### config.mk
export PLATFORM = sky130hd
export DESIGN_NAME = c_subset_lexer_core
export DESIGN_NICKNAME = d
export VERILOG_FILES = /design/src/rtl/clx_pkg.sv /design/src/rtl/clx_front.sv /design/src/rtl/clx_queue.sv /design/src/rtl/clx_back.sv /design/src/rtl/c_subset_lexer_core.sv
export SDC_FILE = /design/constraint.sdc
export NUM_CORES = 1
export LEC_CHECK = 0
export BUFFER_PORTS_ARGS = -buffer_cell sky130_fd_sc_hd__buf_4
export CAP_MARGIN = 30
export CELL_PAD_IN_SITES_DETAIL_PLACEMENT = 0
export CELL_PAD_IN_SITES_GLOBAL_PLACEMENT = 1
export CORE_UTILIZATION = 56
export CTS_CLUSTER_DIAMETER = 150
export DETAILED_ROUTE_END_ITERATION = 8
export PLACE_DENSITY = 0.93
export SYNTH_ARGS = -nofsm -noshare
export SYNTH_HDL_FRONTEND = slang
export SYNTH_SLANG_ARGS = --single-unit
export TNS_END_PERCENT = 5
### constraint.sdc
create_clock -name clk_i -period 8.65 [get_ports clk_i]
set_input_delay 0.4325 -clock clk_i [delete_from_list [all_inputs] [get_ports clk_i]]
set_output_delay 0.4325 -clock clk_i [all_outputs]
set_load 0.01 [all_outputs]
### src/rtl/clx_pkg.sv
// clx_pkg: shared types, token kind codes and character class functions
// for the c subset lexer; no dependencies
package clx_pkg;

  localparam int CLX_MAX_WORD    = 64;
  localparam int CLX_QUEUE_DEPTH = 4;
  localparam int TOK_LEN_W       = 7;
  localparam int TOK_IDX_W       = 16;
  localparam int NUM_KW          = 11;
  localparam int NUM_SLOTS       = 3;

  // slot order inside one request: pending operator, word or string, punctuation
  localparam int SLOT_OP    = 0;
  localparam int SLOT_WORD  = 1;
  localparam int SLOT_PUNCT = 2;

  typedef enum logic [5:0] {
    KIND_HEADER    = 6'd0,
    KIND_TYPE      = 6'd1,
    KIND_VOID      = 6'd2,
    KIND_WHILE     = 6'd3,
    KIND_BREAK     = 6'd4,
    KIND_IF        = 6'd5,
    KIND_ELSE      = 6'd6,
    KIND_RETURN    = 6'd7,
    KIND_BOOL_LIT  = 6'd8,
    KIND_FLOAT_LIT = 6'd9,
    KIND_INT_LIT   = 6'd10,
    KIND_IDENT     = 6'd11,
    KIND_STRING    = 6'd12,
    KIND_SEMI      = 6'd13,
    KIND_COMMA     = 6'd14,
    KIND_LPAREN    = 6'd15,
    KIND_RPAREN    = 6'd16,
    KIND_LBRACE    = 6'd17,
    KIND_RBRACE    = 6'd18,
    KIND_LBRACK    = 6'd19,
    KIND_RBRACK    = 6'd20,
    KIND_PLUS      = 6'd21,
    KIND_MINUS     = 6'd22,
    KIND_STAR      = 6'd23,
    KIND_SLASH     = 6'd24,
    KIND_PERCENT   = 6'd25,
    KIND_LT        = 6'd26,
    KIND_GT        = 6'd27,
    KIND_NOT       = 6'd28,
    KIND_ASSIGN    = 6'd29,
    KIND_LE        = 6'd30,
    KIND_GE        = 6'd31,
    KIND_NE        = 6'd32,
    KIND_EQ        = 6'd33,
    KIND_UNKNOWN   = 6'd34
  } tok_kind_e;

  typedef enum logic [2:0] {
    OP_NONE   = 3'd0,
    OP_LT     = 3'd1,
    OP_GT     = 3'd2,
    OP_NOT    = 3'd3,
    OP_ASSIGN = 3'd4
  } op_e;

  typedef enum logic [3:0] {
    KW_VOID   = 4'd0,
    KW_BOOL   = 4'd1,
    KW_INT    = 4'd2,
    KW_FLOAT  = 4'd3,
    KW_WHILE  = 4'd4,
    KW_BREAK  = 4'd5,
    KW_IF     = 4'd6,
    KW_ELSE   = 4'd7,
    KW_RETURN = 4'd8,
    KW_TRUE   = 4'd9,
    KW_FALSE  = 4'd10
  } kw_e;

  typedef struct packed {
    tok_kind_e              kind;
    logic [TOK_LEN_W-1:0]   len;
    logic [TOK_IDX_W-1:0]   idx;
  } tok_t;

  typedef struct packed {
    logic [NUM_SLOTS-1:0]   valid;
    tok_t [NUM_SLOTS-1:0]   tok;
  } bundle_t;

  // keyword text, left aligned in six characters
  function automatic logic [47:0] kw_text(input kw_e k);
    logic [47:0] t;
    case (k)
      KW_VOID:   t = "void  ";
      KW_BOOL:   t = "bool  ";
      KW_INT:    t = "int   ";
      KW_FLOAT:  t = "float ";
      KW_WHILE:  t = "while ";
      KW_BREAK:  t = "break ";
      KW_IF:     t = "if    ";
      KW_ELSE:   t = "else  ";
      KW_RETURN: t = "return";
      KW_TRUE:   t = "true  ";
      KW_FALSE:  t = "false ";
      default:   t = "      ";
    endcase
    return t;
  endfunction

  function automatic logic [2:0] kw_len(input kw_e k);
    logic [2:0] n;
    case (k)
      KW_VOID, KW_BOOL, KW_ELSE, KW_TRUE:     n = 3'd4;
      KW_INT:                                 n = 3'd3;
      KW_FLOAT, KW_WHILE, KW_BREAK, KW_FALSE: n = 3'd5;
      KW_IF:                                  n = 3'd2;
      KW_RETURN:                              n = 3'd6;
      default:                                n = 3'd0;
    endcase
    return n;
  endfunction

  // one keyword character by position, space past the text, zero past the sixth
  function automatic logic [7:0] kw_char(input kw_e k, input logic [2:0] pos);
    logic [47:0] t;
    logic [7:0]  ch;
    t = kw_text(k);
    case (pos)
      3'd0:    ch = t[47:40];
      3'd1:    ch = t[39:32];
      3'd2:    ch = t[31:24];
      3'd3:    ch = t[23:16];
      3'd4:    ch = t[15:8];
      3'd5:    ch = t[7:0];
      default: ch = 8'h00;
    endcase
    return ch;
  endfunction

  function automatic logic is_space(input logic [7:0] c);
    return c inside {" ", "\t", "\n"};
  endfunction

  function automatic logic is_digit(input logic [7:0] c);
    return c inside {["0" : "9"]};
  endfunction

  function automatic logic is_ident_char(input logic [7:0] c);
    return c inside {["0" : "9"], ["A" : "Z"], ["a" : "z"], "_"};
  endfunction

  function automatic logic is_punct(input logic [7:0] c);
    return c inside {";", ",", "(", ")", "{", "}", "[", "]", "+", "-", "*", "/", "%"};
  endfunction

  function automatic tok_kind_e punct_kind(input logic [7:0] c);
    tok_kind_e k;
    case (c)
      ";":     k = KIND_SEMI;
      ",":     k = KIND_COMMA;
      "(":     k = KIND_LPAREN;
      ")":     k = KIND_RPAREN;
      "{":     k = KIND_LBRACE;
      "}":     k = KIND_RBRACE;
      "[":     k = KIND_LBRACK;
      "]":     k = KIND_RBRACK;
      "+":     k = KIND_PLUS;
      "-":     k = KIND_MINUS;
      "*":     k = KIND_STAR;
      "/":     k = KIND_SLASH;
      "%":     k = KIND_PERCENT;
      default: k = KIND_UNKNOWN;
    endcase
    return k;
  endfunction

  function automatic op_e op_code(input logic [7:0] c);
    op_e o;
    case (c)
      "<":     o = OP_LT;
      ">":     o = OP_GT;
      "!":     o = OP_NOT;
      "=":     o = OP_ASSIGN;
      default: o = OP_NONE;
    endcase
    return o;
  endfunction

  function automatic tok_kind_e op_single_kind(input op_e o);
    tok_kind_e k;
    case (o)
      OP_LT:     k = KIND_LT;
      OP_GT:     k = KIND_GT;
      OP_NOT:    k = KIND_NOT;
      OP_ASSIGN: k = KIND_ASSIGN;
      default:   k = KIND_UNKNOWN;
    endcase
    return k;
  endfunction

  function automatic tok_kind_e op_pair_kind(input op_e o);
    tok_kind_e k;
    case (o)
      OP_LT:     k = KIND_LE;
      OP_GT:     k = KIND_GE;
      OP_NOT:    k = KIND_NE;
      OP_ASSIGN: k = KIND_EQ;
      default:   k = KIND_UNKNOWN;
    endcase
    return k;
  endfunction

endpackage

### src/rtl/clx_front.sv
// clx_front: per-byte lexer state and incremental word classification;
// turns each accepted byte into at most one request of up to three tokens. uses clx_pkg
module clx_front import clx_pkg::*; #(
  parameter int MaxWord = CLX_MAX_WORD
) (
  input  logic       clk_i,
  input  logic       rst_ni,
  input  logic       push_i,
  input  logic [7:0] byte_i,
  input  logic       eoi_i,
  input  logic       q_full_i,
  output logic       q_push_o,
  output bundle_t    q_bundle_o
);

  localparam int WlW = $clog2(MaxWord + 2);
  localparam logic [WlW-1:0] MaxWl  = WlW'(MaxWord);
  localparam logic [WlW-1:0] OverWl = WlW'(MaxWord + 1);

  logic [WlW-1:0]    wl_q, wl_d;
  logic [NUM_KW-1:0] km_q, km_d;
  logic              ad_q, ad_d;
  logic [1:0]        dc_q, dc_d;
  logic              io_q, io_d;
  logic [1:0]        hm_q, hm_d;
  logic              prol_q, prol_d;
  logic              str_q, str_d;
  op_e               pend_q, pend_d;
  logic [TOK_IDX_W-1:0] cnt_q, cnt_d;

  logic              acc;
  logic [NUM_KW-1:0] kw_hit;
  tok_kind_e         main_kind;
  logic              pro_emit;
  tok_kind_e         pro_kind;
  logic              pro_type;

  logic [WlW-1:0]    app_wl;
  logic [NUM_KW-1:0] app_km;
  logic              app_ad;
  logic [1:0]        app_dc;
  logic              app_io;
  logic [1:0]        app_hm;

  logic [WlW-1:0]    str_wl;
  logic [NUM_SLOTS-1:0] s_valid;
  tok_kind_e         s_kind [NUM_SLOTS];
  logic [TOK_LEN_W-1:0] s_len [NUM_SLOTS];

  function automatic logic [TOK_LEN_W-1:0] sat_len(input logic [WlW-1:0] l);
    return TOK_LEN_W'((l > MaxWl) ? MaxWl : l);
  endfunction

  assign acc = push_i && !q_full_i;

  // keyword hits on the word so far
  always_comb begin
    for (int k = 0; k < NUM_KW; k++) begin
      kw_hit[k] = km_q[k] && (wl_q == WlW'(kw_len(kw_e'(4'(k)))));
    end
  end

  always_comb begin
    if (wl_q > MaxWl) begin
      main_kind = KIND_UNKNOWN;
    end else if (kw_hit[KW_WHILE]) begin
      main_kind = KIND_WHILE;
    end else if (kw_hit[KW_VOID]) begin
      main_kind = KIND_VOID;
    end else if (kw_hit[KW_BOOL] || kw_hit[KW_INT] || kw_hit[KW_FLOAT]) begin
      main_kind = KIND_TYPE;
    end else if (kw_hit[KW_BREAK]) begin
      main_kind = KIND_BREAK;
    end else if (kw_hit[KW_IF]) begin
      main_kind = KIND_IF;
    end else if (kw_hit[KW_ELSE]) begin
      main_kind = KIND_ELSE;
    end else if (kw_hit[KW_TRUE] || kw_hit[KW_FALSE]) begin
      main_kind = KIND_BOOL_LIT;
    end else if (ad_q && dc_q == 2'd1) begin
      main_kind = KIND_FLOAT_LIT;
    end else if (ad_q && dc_q == 2'd0) begin
      main_kind = KIND_INT_LIT;
    end else if (kw_hit[KW_RETURN]) begin
      main_kind = KIND_RETURN;
    end else if (io_q) begin
      main_kind = KIND_IDENT;
    end else begin
      main_kind = KIND_UNKNOWN;
    end
  end

  // prologue word end: header, type or discard
  always_comb begin
    pro_emit = 1'b0;
    pro_kind = KIND_HEADER;
    pro_type = 1'b0;
    if (wl_q == '0) begin
      pro_emit = 1'b0;
    end else if (wl_q > MaxWl) begin
      pro_emit = (hm_q == 2'b11);
      pro_kind = KIND_UNKNOWN;
    end else if (kw_hit[KW_VOID] || kw_hit[KW_BOOL] || kw_hit[KW_INT] || kw_hit[KW_FLOAT]) begin
      pro_emit = 1'b1;
      pro_kind = KIND_TYPE;
      pro_type = 1'b1;
    end else if (hm_q == 2'b11) begin
      pro_emit = 1'b1;
      pro_kind = KIND_HEADER;
    end
  end

  // append one character to the word
  always_comb begin
    app_wl = wl_q;
    app_km = km_q;
    app_ad = ad_q;
    app_dc = dc_q;
    app_io = io_q;
    app_hm = hm_q;
    if (wl_q >= MaxWl) begin
      app_wl = OverWl;
    end else begin
      for (int k = 0; k < NUM_KW; k++) begin
        if (wl_q >= WlW'(kw_len(kw_e'(4'(k)))) ||
            kw_char(kw_e'(4'(k)), wl_q[2:0]) != byte_i) begin
          app_km[k] = 1'b0;
        end
      end
      if (byte_i == ".") begin
        if (dc_q != 2'd2) app_dc = dc_q + 2'd1;
      end else if (!is_digit(byte_i)) begin
        app_ad = 1'b0;
      end
      if ((wl_q == '0 && is_digit(byte_i)) || !is_ident_char(byte_i)) app_io = 1'b0;
      app_hm[0] = hm_q[0] | (wl_q == '0 && byte_i == "#");
      app_hm[1] = (byte_i == ">");
      app_wl = wl_q + WlW'(1);
    end
  end

  assign str_wl = (wl_q <= MaxWl) ? wl_q + WlW'(1) : wl_q;

  always_comb begin
    wl_d   = wl_q;
    km_d   = km_q;
    ad_d   = ad_q;
    dc_d   = dc_q;
    io_d   = io_q;
    hm_d   = hm_q;
    prol_d = prol_q;
    str_d  = str_q;
    pend_d = pend_q;
    s_valid = '0;
    for (int s = 0; s < NUM_SLOTS; s++) begin
      s_kind[s] = KIND_UNKNOWN;
      s_len[s]  = '0;
    end
    if (acc) begin
      if (eoi_i) begin
        if (str_q) begin
          s_valid[SLOT_WORD] = 1'b1;
          s_kind[SLOT_WORD]  = KIND_UNKNOWN;
          s_len[SLOT_WORD]   = sat_len(wl_q);
          str_d = 1'b0;
        end else begin
          if (pend_q != OP_NONE) begin
            s_valid[SLOT_OP] = 1'b1;
            s_kind[SLOT_OP]  = op_single_kind(pend_q);
            s_len[SLOT_OP]   = TOK_LEN_W'(1);
          end
          pend_d = OP_NONE;
          if (prol_q) begin
            s_valid[SLOT_WORD] = pro_emit;
            s_kind[SLOT_WORD]  = pro_kind;
            if (pro_type) prol_d = 1'b0;
          end else begin
            s_valid[SLOT_WORD] = (wl_q != '0);
            s_kind[SLOT_WORD]  = main_kind;
          end
          s_len[SLOT_WORD] = sat_len(wl_q);
        end
        wl_d = '0; km_d = '1; ad_d = 1'b1; dc_d = '0; io_d = 1'b1; hm_d = '0;
      end else if (str_q) begin
        if (byte_i == "\"") begin
          s_valid[SLOT_WORD] = 1'b1;
          s_kind[SLOT_WORD]  = (str_wl > MaxWl) ? KIND_UNKNOWN : KIND_STRING;
          s_len[SLOT_WORD]   = sat_len(str_wl);
          str_d = 1'b0;
          wl_d = '0; km_d = '1; ad_d = 1'b1; dc_d = '0; io_d = 1'b1; hm_d = '0;
        end else begin
          wl_d = str_wl;
        end
      end else begin
        if (pend_q != OP_NONE) begin
          s_valid[SLOT_OP] = 1'b1;
          pend_d = OP_NONE;
          if (byte_i == "=") begin
            s_kind[SLOT_OP] = op_pair_kind(pend_q);
            s_len[SLOT_OP]  = TOK_LEN_W'(2);
          end else begin
            s_kind[SLOT_OP] = op_single_kind(pend_q);
            s_len[SLOT_OP]  = TOK_LEN_W'(1);
          end
        end
        if (pend_q != OP_NONE && byte_i == "=") begin
          wl_d = wl_q;
        end else if (prol_q) begin
          if (is_space(byte_i)) begin
            s_valid[SLOT_WORD] = pro_emit;
            s_kind[SLOT_WORD]  = pro_kind;
            s_len[SLOT_WORD]   = sat_len(wl_q);
            if (pro_type) prol_d = 1'b0;
            wl_d = '0; km_d = '1; ad_d = 1'b1; dc_d = '0; io_d = 1'b1; hm_d = '0;
          end else begin
            wl_d = app_wl; km_d = app_km; ad_d = app_ad;
            dc_d = app_dc; io_d = app_io; hm_d = app_hm;
          end
        end else if (is_space(byte_i) || byte_i == "\"" || is_punct(byte_i) ||
                     op_code(byte_i) != OP_NONE) begin
          s_valid[SLOT_WORD] = (wl_q != '0);
          s_kind[SLOT_WORD]  = main_kind;
          s_len[SLOT_WORD]   = sat_len(wl_q);
          wl_d = '0; km_d = '1; ad_d = 1'b1; dc_d = '0; io_d = 1'b1; hm_d = '0;
          if (byte_i == "\"") begin
            str_d = 1'b1;
            wl_d  = WlW'(1);
          end else if (op_code(byte_i) != OP_NONE) begin
            pend_d = op_code(byte_i);
          end else if (is_punct(byte_i)) begin
            s_valid[SLOT_PUNCT] = 1'b1;
            s_kind[SLOT_PUNCT]  = punct_kind(byte_i);
            s_len[SLOT_PUNCT]   = TOK_LEN_W'(1);
          end
        end else begin
          wl_d = app_wl; km_d = app_km; ad_d = app_ad;
          dc_d = app_dc; io_d = app_io; hm_d = app_hm;
        end
      end
    end
  end

  // running index per slot
  always_comb begin
    cnt_d = cnt_q;
    for (int s = 0; s < NUM_SLOTS; s++) begin
      q_bundle_o.tok[s].kind = s_kind[s];
      q_bundle_o.tok[s].len  = s_len[s];
      q_bundle_o.tok[s].idx  = cnt_d;
      if (s_valid[s]) cnt_d = cnt_d + TOK_IDX_W'(1);
    end
    q_bundle_o.valid = s_valid;
  end

  assign q_push_o = |s_valid;

  always_ff @(posedge clk_i or negedge rst_ni) begin
    if (!rst_ni) begin
      wl_q   <= '0;
      km_q   <= '1;
      ad_q   <= 1'b1;
      dc_q   <= '0;
      io_q   <= 1'b1;
      hm_q   <= '0;
      prol_q <= 1'b1;
      str_q  <= 1'b0;
      pend_q <= OP_NONE;
      cnt_q  <= '0;
    end else begin
      wl_q   <= wl_d;
      km_q   <= km_d;
      ad_q   <= ad_d;
      dc_q   <= dc_d;
      io_q   <= io_d;
      hm_q   <= hm_d;
      prol_q <= prol_d;
      str_q  <= str_d;
      pend_q <= pend_d;
      cnt_q  <= cnt_d;
    end
  end

endmodule

### src/rtl/clx_queue.sv
// clx_queue: short request queue between the lexer front and the token back;
// uses clx_pkg
module clx_queue import clx_pkg::*; #(
  parameter int Depth = CLX_QUEUE_DEPTH
) (
  input  logic    clk_i,
  input  logic    rst_ni,
  input  logic    push_i,
  input  bundle_t bundle_i,
  output logic    full_o,
  input  logic    pop_i,
  output logic    empty_o,
  output bundle_t head_o
);

  localparam int PtrW = (Depth > 1) ? $clog2(Depth) : 1;
  localparam int CntW = $clog2(Depth + 1);
  localparam logic [PtrW-1:0] LastPtr = PtrW'(Depth - 1);

  bundle_t         mem_q [Depth];
  logic [PtrW-1:0] wr_q, wr_d, rd_q, rd_d;
  logic [CntW-1:0] cnt_q, cnt_d;
  logic            do_push, do_pop;

  assign full_o  = (cnt_q == CntW'(Depth));
  assign empty_o = (cnt_q == '0);
  assign head_o  = mem_q[rd_q];
  assign do_push = push_i && !full_o;
  assign do_pop  = pop_i && !empty_o;

  always_comb begin
    wr_d  = wr_q;
    rd_d  = rd_q;
    cnt_d = cnt_q;
    if (do_push) wr_d = (wr_q == LastPtr) ? '0 : wr_q + PtrW'(1);
    if (do_pop)  rd_d = (rd_q == LastPtr) ? '0 : rd_q + PtrW'(1);
    if (do_push && !do_pop) begin
      cnt_d = cnt_q + CntW'(1);
    end else if (do_pop && !do_push) begin
      cnt_d = cnt_q - CntW'(1);
    end
  end

  always_ff @(posedge clk_i) begin
    if (do_push) mem_q[wr_q] <= bundle_i;
  end

  always_ff @(posedge clk_i or negedge rst_ni) begin
    if (!rst_ni) begin
      wr_q  <= '0;
      rd_q  <= '0;
      cnt_q <= '0;
    end else begin
      wr_q  <= wr_d;
      rd_q  <= rd_d;
      cnt_q <= cnt_d;
    end
  end

endmodule

### src/rtl/clx_back.sv
// clx_back: delivers the tokens of the oldest request one at a time,
// marks the last one of each request; uses clx_pkg
module clx_back import clx_pkg::*; (
  input  logic                 clk_i,
  input  logic                 rst_ni,
  input  bundle_t              head_i,
  input  logic                 empty_i,
  input  logic                 pop_i,
  output logic                 q_pop_o,
  output logic [5:0]           token_kind_o,
  output logic [TOK_LEN_W-1:0] token_length_o,
  output logic [TOK_IDX_W-1:0] token_index_o,
  output logic                 last_o
);

  logic [NUM_SLOTS-1:0] done_q, done_d;
  logic [NUM_SLOTS-1:0] remain, sel;
  tok_t                 cur;

  assign remain = head_i.valid & ~done_q;

  // lowest remaining slot
  always_comb begin
    sel = '0;
    cur = head_i.tok[NUM_SLOTS-1];
    for (int s = NUM_SLOTS - 1; s >= 0; s--) begin
      if (remain[s]) begin
        sel = '0;
        sel[s] = 1'b1;
        cur = head_i.tok[s];
      end
    end
  end

  assign last_o         = ((remain & ~sel) == '0);
  assign token_kind_o   = cur.kind;
  assign token_length_o = cur.len;
  assign token_index_o  = cur.idx;
  assign q_pop_o        = pop_i && !empty_i && last_o;

  always_comb begin
    done_d = done_q;
    if (pop_i && !empty_i) begin
      done_d = last_o ? '0 : (done_q | sel);
    end
  end

  always_ff @(posedge clk_i or negedge rst_ni) begin
    if (!rst_ni) begin
      done_q <= '0;
    end else begin
      done_q <= done_d;
    end
  end

endmodule

### src/rtl/c_subset_lexer_core.sv
// c_subset_lexer_core: byte-serial lexer for a small c subset, top level
// a token can be popped once its request is registered in the queue
// throughput: one byte per cycle in while the queue is not full; one token per
// cycle out, a byte's tokens being popped one by one; the request queue absorbs
// the difference. reset clears all lexer state and empties the queue
module c_subset_lexer_core import clx_pkg::*; #(
  parameter int MaxWord    = CLX_MAX_WORD,
  parameter int QueueDepth = CLX_QUEUE_DEPTH
) (
  input  logic                 clk_i,
  input  logic                 rst_ni,
  input  logic                 push,
  output logic                 full,
  input  logic [7:0]           byte_in_i,
  input  logic                 end_of_input_i,
  output logic                 empty,
  input  logic                 pop,
  output logic [5:0]           token_kind_o,
  output logic [TOK_LEN_W-1:0] token_length_o,
  output logic [TOK_IDX_W-1:0] token_index_o,
  output logic                 last_o
);

  logic    q_push, q_full, q_pop, q_empty;
  bundle_t q_in, q_head;

  clx_front #(
    .MaxWord (MaxWord)
  ) u_front (
    .clk_i      (clk_i),
    .rst_ni     (rst_ni),
    .push_i     (push),
    .byte_i     (byte_in_i),
    .eoi_i      (end_of_input_i),
    .q_full_i   (q_full),
    .q_push_o   (q_push),
    .q_bundle_o (q_in)
  );

  clx_queue #(
    .Depth (QueueDepth)
  ) u_queue (
    .clk_i    (clk_i),
    .rst_ni   (rst_ni),
    .push_i   (q_push),
    .bundle_i (q_in),
    .full_o   (q_full),
    .pop_i    (q_pop),
    .empty_o  (q_empty),
    .head_o   (q_head)
  );

  clx_back u_back (
    .clk_i          (clk_i),
    .rst_ni         (rst_ni),
    .head_i         (q_head),
    .empty_i        (q_empty),
    .pop_i          (pop),
    .q_pop_o        (q_pop),
    .token_kind_o   (token_kind_o),
    .token_length_o (token_length_o),
    .token_index_o  (token_index_o),
    .last_o         (last_o)
  );

  assign full  = q_full;
  assign empty = q_empty;

endmodule
-- Word-level counts from Yosys, hierarchy flattened
Memory sizes are Yosys's and may differ from the RTL's.
Cells that the tools add are included.
- flip-flop bits (word level): 55
- bits in writable memories: 360
- input port bits: 13
- logic and storage cells: 408
- memories kept: 1
- magnitude comparators: 15
- reductions and logical operators: 76
- eq/ne operators: 58
- bitwise logic cells: 7
- mux-type cells: 228
- $add $sub $neg: 9
- memory list (name ; depth ; width ; rd ports ; clocked after memory_dff ; write ports ; line ; RTL):
    u_queue.mem_q ; 4 ; 90 ; 1 ; 0 ; 1 ; clx_queue.sv:20 ; bundle_t mem_q [Depth];
- operator list (operator ; count):
    2-to-1 mux 6 bit ; 32
    case mux 7 bit (6 select lines) ; 4
    2-to-1 mux 7 bit ; 22
    equality test 8 x 6 -> 1 bit, second input constant ; 17
    case mux 7 bit (5 select lines) ; 3
    2-to-1 mux 3 bit ; 33
    2-to-1 mux 11 bit ; 8
    2-to-1 mux 8 bit ; 11
    != test 8 bit ; 11
    case mux 7 bit (4 select lines) ; 3
    case mux 6 bit (13 select lines) ; 1
    2-to-1 mux 1 bit ; 71
    2-to-1 mux 29 bit ; 2
    adder 16 x 1 -> 16 bit, second input constant ; 3
    2-to-1 mux 16 bit ; 3
    case mux 6 bit (4 select lines) ; 2
    2-to-1 mux 2 bit ; 23
    2-to-1 mux 14 bit ; 3
    equality test 8 x 7 -> 1 bit, second input constant ; 5
    2-to-1 mux 12 bit ; 3
    greater-or-equal comparator 7 x 3 -> 1 bit ; 5
    logical AND 1 bit ; 26
    equality test 7 x 3 -> 1 bit, second input constant ; 3
    logical OR 1 bit ; 21
    44 further kinds ; 78

-- Logic depth before layout (Yosys ltp)
- depth after elaboration: 30
- mapped depth: 18
- gate-level depth less buffers: 16

-- Modules after synthesis
From an unflattened synthesis, not the netlist that was laid out.
- cells, all modules: 1469
- area, all modules: 19837.8 um^2
- modules (own cells, without submodules) (module ; instances ; area each (um^2) ; cells each ; seq. area each (um^2)):
    clx_queue ; 1 ; 13462.9 ; 507 ; 10985.5
    clx_front ; 1 ; 5582.9 ; 809 ; 1143.6
    clx_back ; 1 ; 792.0 ; 153 ; 75.1

-- Worst setup path before layout
Ideal clock, no wire load.
- path type: input to register
- start point: input byte_in_i[1]
- end point: memory u_queue.mem_q[0][0] (netlist bit), enable pin
- data required time: 8.207 ns
- setup time: 0.443 ns
- stages on the path: 10
- arrival time: 4.246 ns
- path slack: 3.962 ns
- cells stage by stage: buf_4 -> buf_4 -> and2b_1 -> a31oi_1 -> a311oi_4 -> o221ai_2 -> a2111oi_4 -> nor2_2 -> nand3_1 -> and2_1
- longest elaborated chain between the ends: 22
- elaborated cells between the ends (all ways): 60
- those cells by class: eq/ne: 21; mux: 29; reduce/logical: 10
- ends and longest elaborated chain (item ; line ; RTL):
    start, declared ; c_subset_lexer_core.sv:14 ; input logic [7:0] byte_in_i,
    equality test 8 x 6 -> 1 bit, on equally long branches ; clx_pkg.sv:177, clx_front.sv:206 ;
    case mux 3 bit (4 select lines) ; clx_pkg.sv:177 ; case (c)
    2-to-1 mux 3 bit ; clx_front.sv:225 ; if (byte_i == "\"") begin
    2-to-1 mux 3 bit ; clx_front.sv:219 ; end else if (is_space(byte_i) || byte_i == "\"" || is_punct(byte_i) ||
    2-to-1 mux 3 bit ; clx_front.sv:208 ; end else if (prol_q) begin
    2-to-1 mux 3 bit ; clx_front.sv:206 ; if (pend_q != OP_NONE && byte_i == "=") begin
    2-to-1 mux 3 bit ; clx_front.sv:184 ; end else if (str_q) begin
    2-to-1 mux 3 bit ; clx_front.sv:160 ; if (eoi_i) begin
    [7 not listed] ; n/a ;
    2-to-1 mux 1 bit ; clx_front.sv:184 ;
    2-to-1 mux 1 bit ; clx_front.sv:160 ;
    2-to-1 mux 3 bit (*) ; clx_front.sv:159 ; if (acc) begin
    OR reduction 3 bit (*) ; clx_front.sv:255 ; assign q_push_o = |s_valid;
    logical AND 1 bit (*) ; clx_queue.sv:28 ; assign do_push = push_i && !full_o;
    net u_queue.do_push ; clx_queue.sv:23 ; logic do_push, do_pop;
    2-to-1 mux 1 bit (*) ; clx_queue.sv:45 ; if (do_push) mem_q[wr_q] <= bundle_i;
    2-to-1 mux 1 bit (not written as such) (*) ; clx_queue.sv:45 ;
    end, declared ; clx_queue.sv:20 ;
The timed path passes the listed nets; every way through them passes the cells marked *. The select of a mux whose other input is x is not followed.

-- Worst setup path in the final report
- start point: register u_front.wl_q[1]
- end point: register u_queue.cnt_q[2]
- longest elaborated chain between the ends: 19
- elaborated cells between the ends (all ways): 32
- those cells by class: order compare: 1; eq/ne: 3; mux: 13; reduce/logical: 15
- ends and longest elaborated chain (item ; line ; RTL):
    start, declared ; clx_front.sv:20 ; logic [WlW-1:0] wl_q, wl_d;
    start signal, assigned ; clx_front.sv:270 ; wl_q <= wl_d;
    equality test 7 x 3 -> 1 bit ; clx_front.sv:59 ; kw_hit[k] = km_q[k] && (wl_q == WlW'(kw_len(kw_e'(4'(k)))));
    logical AND 1 bit ; clx_front.sv:59 ;
    logical OR 1 bit (3 in a row) ; clx_front.sv:103 ; end else if (kw_hit[KW_VOID] || kw_hit[KW_BOOL] || kw_hit[KW_INT] || kw_hit[KW_FLOAT]) begin
    2-to-1 mux 1 bit ; clx_front.sv:103 ;
    2-to-1 mux 1 bit ; clx_front.sv:100 ; end else if (wl_q > MaxWl) begin
    2-to-1 mux 1 bit ; clx_front.sv:98 ; if (wl_q == '0) begin
    2-to-1 mux 1 bit ; clx_front.sv:209 ; if (is_space(byte_i)) begin
    2-to-1 mux 1 bit ; clx_front.sv:208 ;
    [2 not listed] ; n/a ;
    2-to-1 mux 2 bit (*) ; clx_front.sv:160 ;
    2-to-1 mux 3 bit (*) ; clx_front.sv:159 ;
    OR reduction 3 bit (*) ; clx_front.sv:255 ;
    logical AND 1 bit (*) ; clx_queue.sv:28 ;
    net u_queue.do_push ; clx_queue.sv:23 ;
    zero test 1 bit ; clx_queue.sv:39 ; end else if (do_pop && !do_push) begin
    logical AND 1 bit ; clx_queue.sv:39 ;
    nonzero test 2 bit (no line) ; n/a ;
    end signal, assigned ; clx_queue.sv:56 ; cnt_q <= cnt_d;
    end, declared ; clx_queue.sv:22 ; logic [CntW-1:0] cnt_q, cnt_d;
The timed path passes the listed nets; every way through them passes the cells marked *.
A chain may end at the register's enable or synchronous reset.

==> results.json <==
{
  "dieHeight_um": 180,
  "synth-seq-cells": 359,
  "nFillCells": 2213,
  "violations": "negative hold slack",
  "timing.rr.start": "u_front.wl_q[1]$_DFFE_PN0P_",
  "critPathCaptureType": "flip-flop",
  "finalClockSkew_ns": 0.0250,
  "clockBufferDepth": 3,
  "ys_top_cells_by_area": "edfxtp_1, mux4_2, dfrtp_1",
  "antenna_left": 0,
  "netlist.area_leader.share_pct": 51.5,
  "rrSetupSlack_ns": 3.29,
  "hold_path.class": "input port to async pin",
  "multi_input_area_um2": 6740,
  "clk_latency_ns": 0.53,
  "grt_pass1_vias": 11100,
  "cp_cell_sequence": "inv_1, ha_1, a21boi_0, a211oi_4, o221ai_2, a2111oi_4, nor2_2, nand3_1, ha_1, inv_1, fa_1, xor2_1, nor2_1, xor2_1",
  "tightestPinTransition_ns": 0.880,
  "regArea_um2": 10500,
  "synth-edff-count": 304,
  "worst-path-buf-inv": 2,
  "worstReg2RegEnd": "u_queue.cnt_q[2]$_DFFE_PN0P_",
  "numPortBuffers": 44,
  "vias": 11500,
  "comb_power_share_pct": 36.1,
  "crit_arrival_ns": 5.79,
  "rsz0062_at_grt": "no",
  "synth_top_cell_by_area": "edfxtp_1",
  "slew_headroom_pct": 41.3,
  "cts_setup_buffers": 0,
  "ctsRootBufferMaster": "clkbuf_16",
  "antenna_cells": 0,
  "cts_buffers": 37,
  "hold_viol": 2,
  "synthToLayoutAreaGrowth_pct": 10.4,
  "fin_util_pct": 63.4,
  "vdd_ir_drop_max_mv": 0.214,
  "r2r_cells": 14,
  "grt_pass1_wl_mm": 64.0,
  "syn_area_per_cell_um2": 13.1,
  "antenna_found_initial": 0,
  "via_per_inst": 6.44,
  "intPower_mw": 3.93,
  "initial_utilization_pct": 57.4,
  "hpwlAfterDp_mm": 25.9,
  "syn-cell-area_um2": 17700,
  "crit_fanout": 28,
  "die_area_um2": 32400,
  "max_freq_mhz": 187,
  "cts_num_sinks": 359,
  "grt_max_degree": 60,
  "clkPwrFrac_pct": 24.7,
  "wire_per_inst_um": 22.7,
  "setup_viol": 0,
  "cp_data_required_time_ns": 9.08,
  "power_density_nw_per_um2": 306,
  "synth.net_count": 1386,
  "ios": 45,
  "finalCritPeriodShare_pct": 61.9,
  "cts_hold_buf": 0,
  "place.gp.congestion": 0.890,
  "min_period_ns": 5.36,
  "grt.total_usage_pct": 25.5,
  "async_flop_share_pct": 15.3,
  "dr.first_iter.drc_count": 1209,
  "start_kind": "flip-flop",
  "drive_above_1_share_pct": 17.3,
  "drc": 0,
  "grt.overflow.total": 0,
  "yosysWarnings": 0,
  "row_count": 64,
  "leakagePower_nw": 6.75,
  "cpPeakStageDelay_ns": 0.80,
  "routed_wl_mm": 40.6,
  "status": "complete, but fails checks",
  "critPathSlowestCell": "ha_1",
  "hold_ws_ns": -0.0120,
  "core_area_um2": 30900,
  "drv_cap": 0,
  "cts_tree": "built",
  "path_delay_family": "compound AO/OA/AOI/OAI gates",
  "die_x_um": 180,
  "cts_resized": 0,
  "ys_types": 93,
  "switchingPower_mw": 2.06,
  "nets": 1397,
  "path_clk_slew_ns": 0.07,
  "synth.yosys.seq_area_share_pct": 59.3,
  "syn_inst": 1355,
  "cts_htree_levels": 2,
  "tns_ns": 0,
  "dr.pass1.iters": 6,
  "drv_slew": 0,
  "switching_share_pct": 34.4,
  "synth_flop_cell": "edfxtp_1",
  "pwr-share-seq_pct": 39.1,
  "worst-setup-path-type": "flip-flop to flip-flop"
}
logic make-up after synthesis:
family	synth area share, %
flops	59.3
xor+xnor	3.97
fa+ha+maj	1.37
buf+inv	2.77
simple gates	12.2
mux	11.2
compound gates	9.15
Yosys cell counts (4+ instances only):
cell type  instances
nor2b_1           17
nand4_1           20
xor2_1            21
a21oi_1           78
nor4_1            15
a22oi_1            6
a31o_2             5
xnor2_2            4
mux4_2            76
nand3_1           32
dfstp_2           14
a32oi_1            5
ha_1              17
o21ai_0           54
o22ai_1            6
a22o_1            10
or2_2              4
or3_1              9
and3_1            13
a31oi_1           17
a21o_1             5
nand2_1          112
buf_2              7
dfrtp_1           41
clkbuf_1          55
nand2b_1          14
buf_4              5
o31ai_1            7
edfxtp_1         304
buf_1             15
nand3b_1           6
and2_1            17
mux2i_1           25
inv_1             32
o211ai_1           4
nor2_1           112
nor3_1            31
xnor2_1           52
nor3b_1            9
power by group through the flow:
stage                     sequential [mW]  clock [mW]  combinational [mW]
after floorplan                      2.23           0                1.58
after global placement               2.36           0                2.05
after detailed placement             2.37           0                2.12
after CTS                            2.34        1.50                2.14
after global routing                 2.37        1.56                2.35
final                                2.34        1.48                2.16
cell type report:
cell class,count,area share [%]
Sequential cell,359,53.8
Multi-Input combinational cell,876,34.4
Clock buffer,51,5.05
Timing Repair Buffer,56,2.82
Tap cell,396,2.53
Inverter,36,0.716
Clock inverter,16,0.677
state kept, by name (all words and copies together) (netlist names):
signal	cells
u_front.prol_q	1
u_front.km_q	11
u_front.pend_q	3
u_front.cnt_q	16
u_front.ad_q	1
u_front.dc_q	2
u_front.hm_q	2
u_front.str_q	1
u_queue.cnt_q	3
u_queue.wr_q	2
u_front.wl_q	7
u_back.done_q	3
u_queue.rd_q	2
u_front.io_q	1
u_queue.mem_q	304
stage by stage:
step | power (mW) | cell area [um^2] | hold slack [ns] | worst slack (ns) | std cells
floorplan | 3.82 | 17700 | 0.137 | 3.96 | 1355
global placement | 4.41 | 18300 | 0.460 | 3.55 | 1716
detailed placement | 4.49 | 18400 | 0.466 | 3.50 | 1721
CTS | 5.98 | 19500 | 0.0368 | 3.40 | 1788
global route | 6.29 | 19600 | 0.0675 | 2.94 | 1790
finish | 5.99 | 19600 | -0.0120 | 3.29 | 1790
worst max path at each step:
| stage | from | endpoint | slack, ns | cells after the start |
|---|---|---|---|---|
| after detailed placement | u_front.wl_q[1]$_DFFE_PN0P_ | u_queue.mem_q[0][36]$_DFFE_PP_ | 3.50 | 10 |
| after CTS | u_front.wl_q[1]$_DFFE_PN0P_ | u_queue.cnt_q[2]$_DFFE_PN0P_ | 3.40 | 14 |
| after floorplan | byte_in_i[1] | u_queue.mem_q[0][0]$_DFFE_PP_ | 3.96 | 10 |
| final | u_front.wl_q[1]$_DFFE_PN0P_ | u_queue.cnt_q[2]$_DFFE_PN0P_ | 3.29 | 14 |
| after global placement | u_front.wl_q[1]$_DFFE_PN0P_ | u_queue.mem_q[1][6]$_DFFE_PP_ | 3.55 | 9 |
| after global routing | u_front.wl_q[1]$_DFFE_PN0P_ | u_queue.cnt_q[2]$_DFFE_PN0P_ | 2.94 | 14 |
layout by cell type, fill, tap and decap left out, types with 14 or more instances in the layout:
master and count:
buf_4 49, dfrtp_1 39, nor4_1 15, a21oi_1 78, nand4_1 20, edfxtp_1 304
xnor2_1 52, dfstp_2 14, o21ai_0 54, ha_1 17, mux4_2 76, nand2_1 112
xor2_1 21, nor3_1 31, nor2_1 112, inv_1 32, clkbuf_16 37, a31oi_1 17
nor2b_1 17, nand3_1 32, mux2i_1 25
layer usage:
layer,routed length [um],global-route usage (%),share of wire [%]
met1,17500,37.4,43
met2,19500,40.6,48
met3,3000,3.75,7.4
met4,672,5.69,1.7
met5,0,0,0
Power figures use the tool's default switching activity.
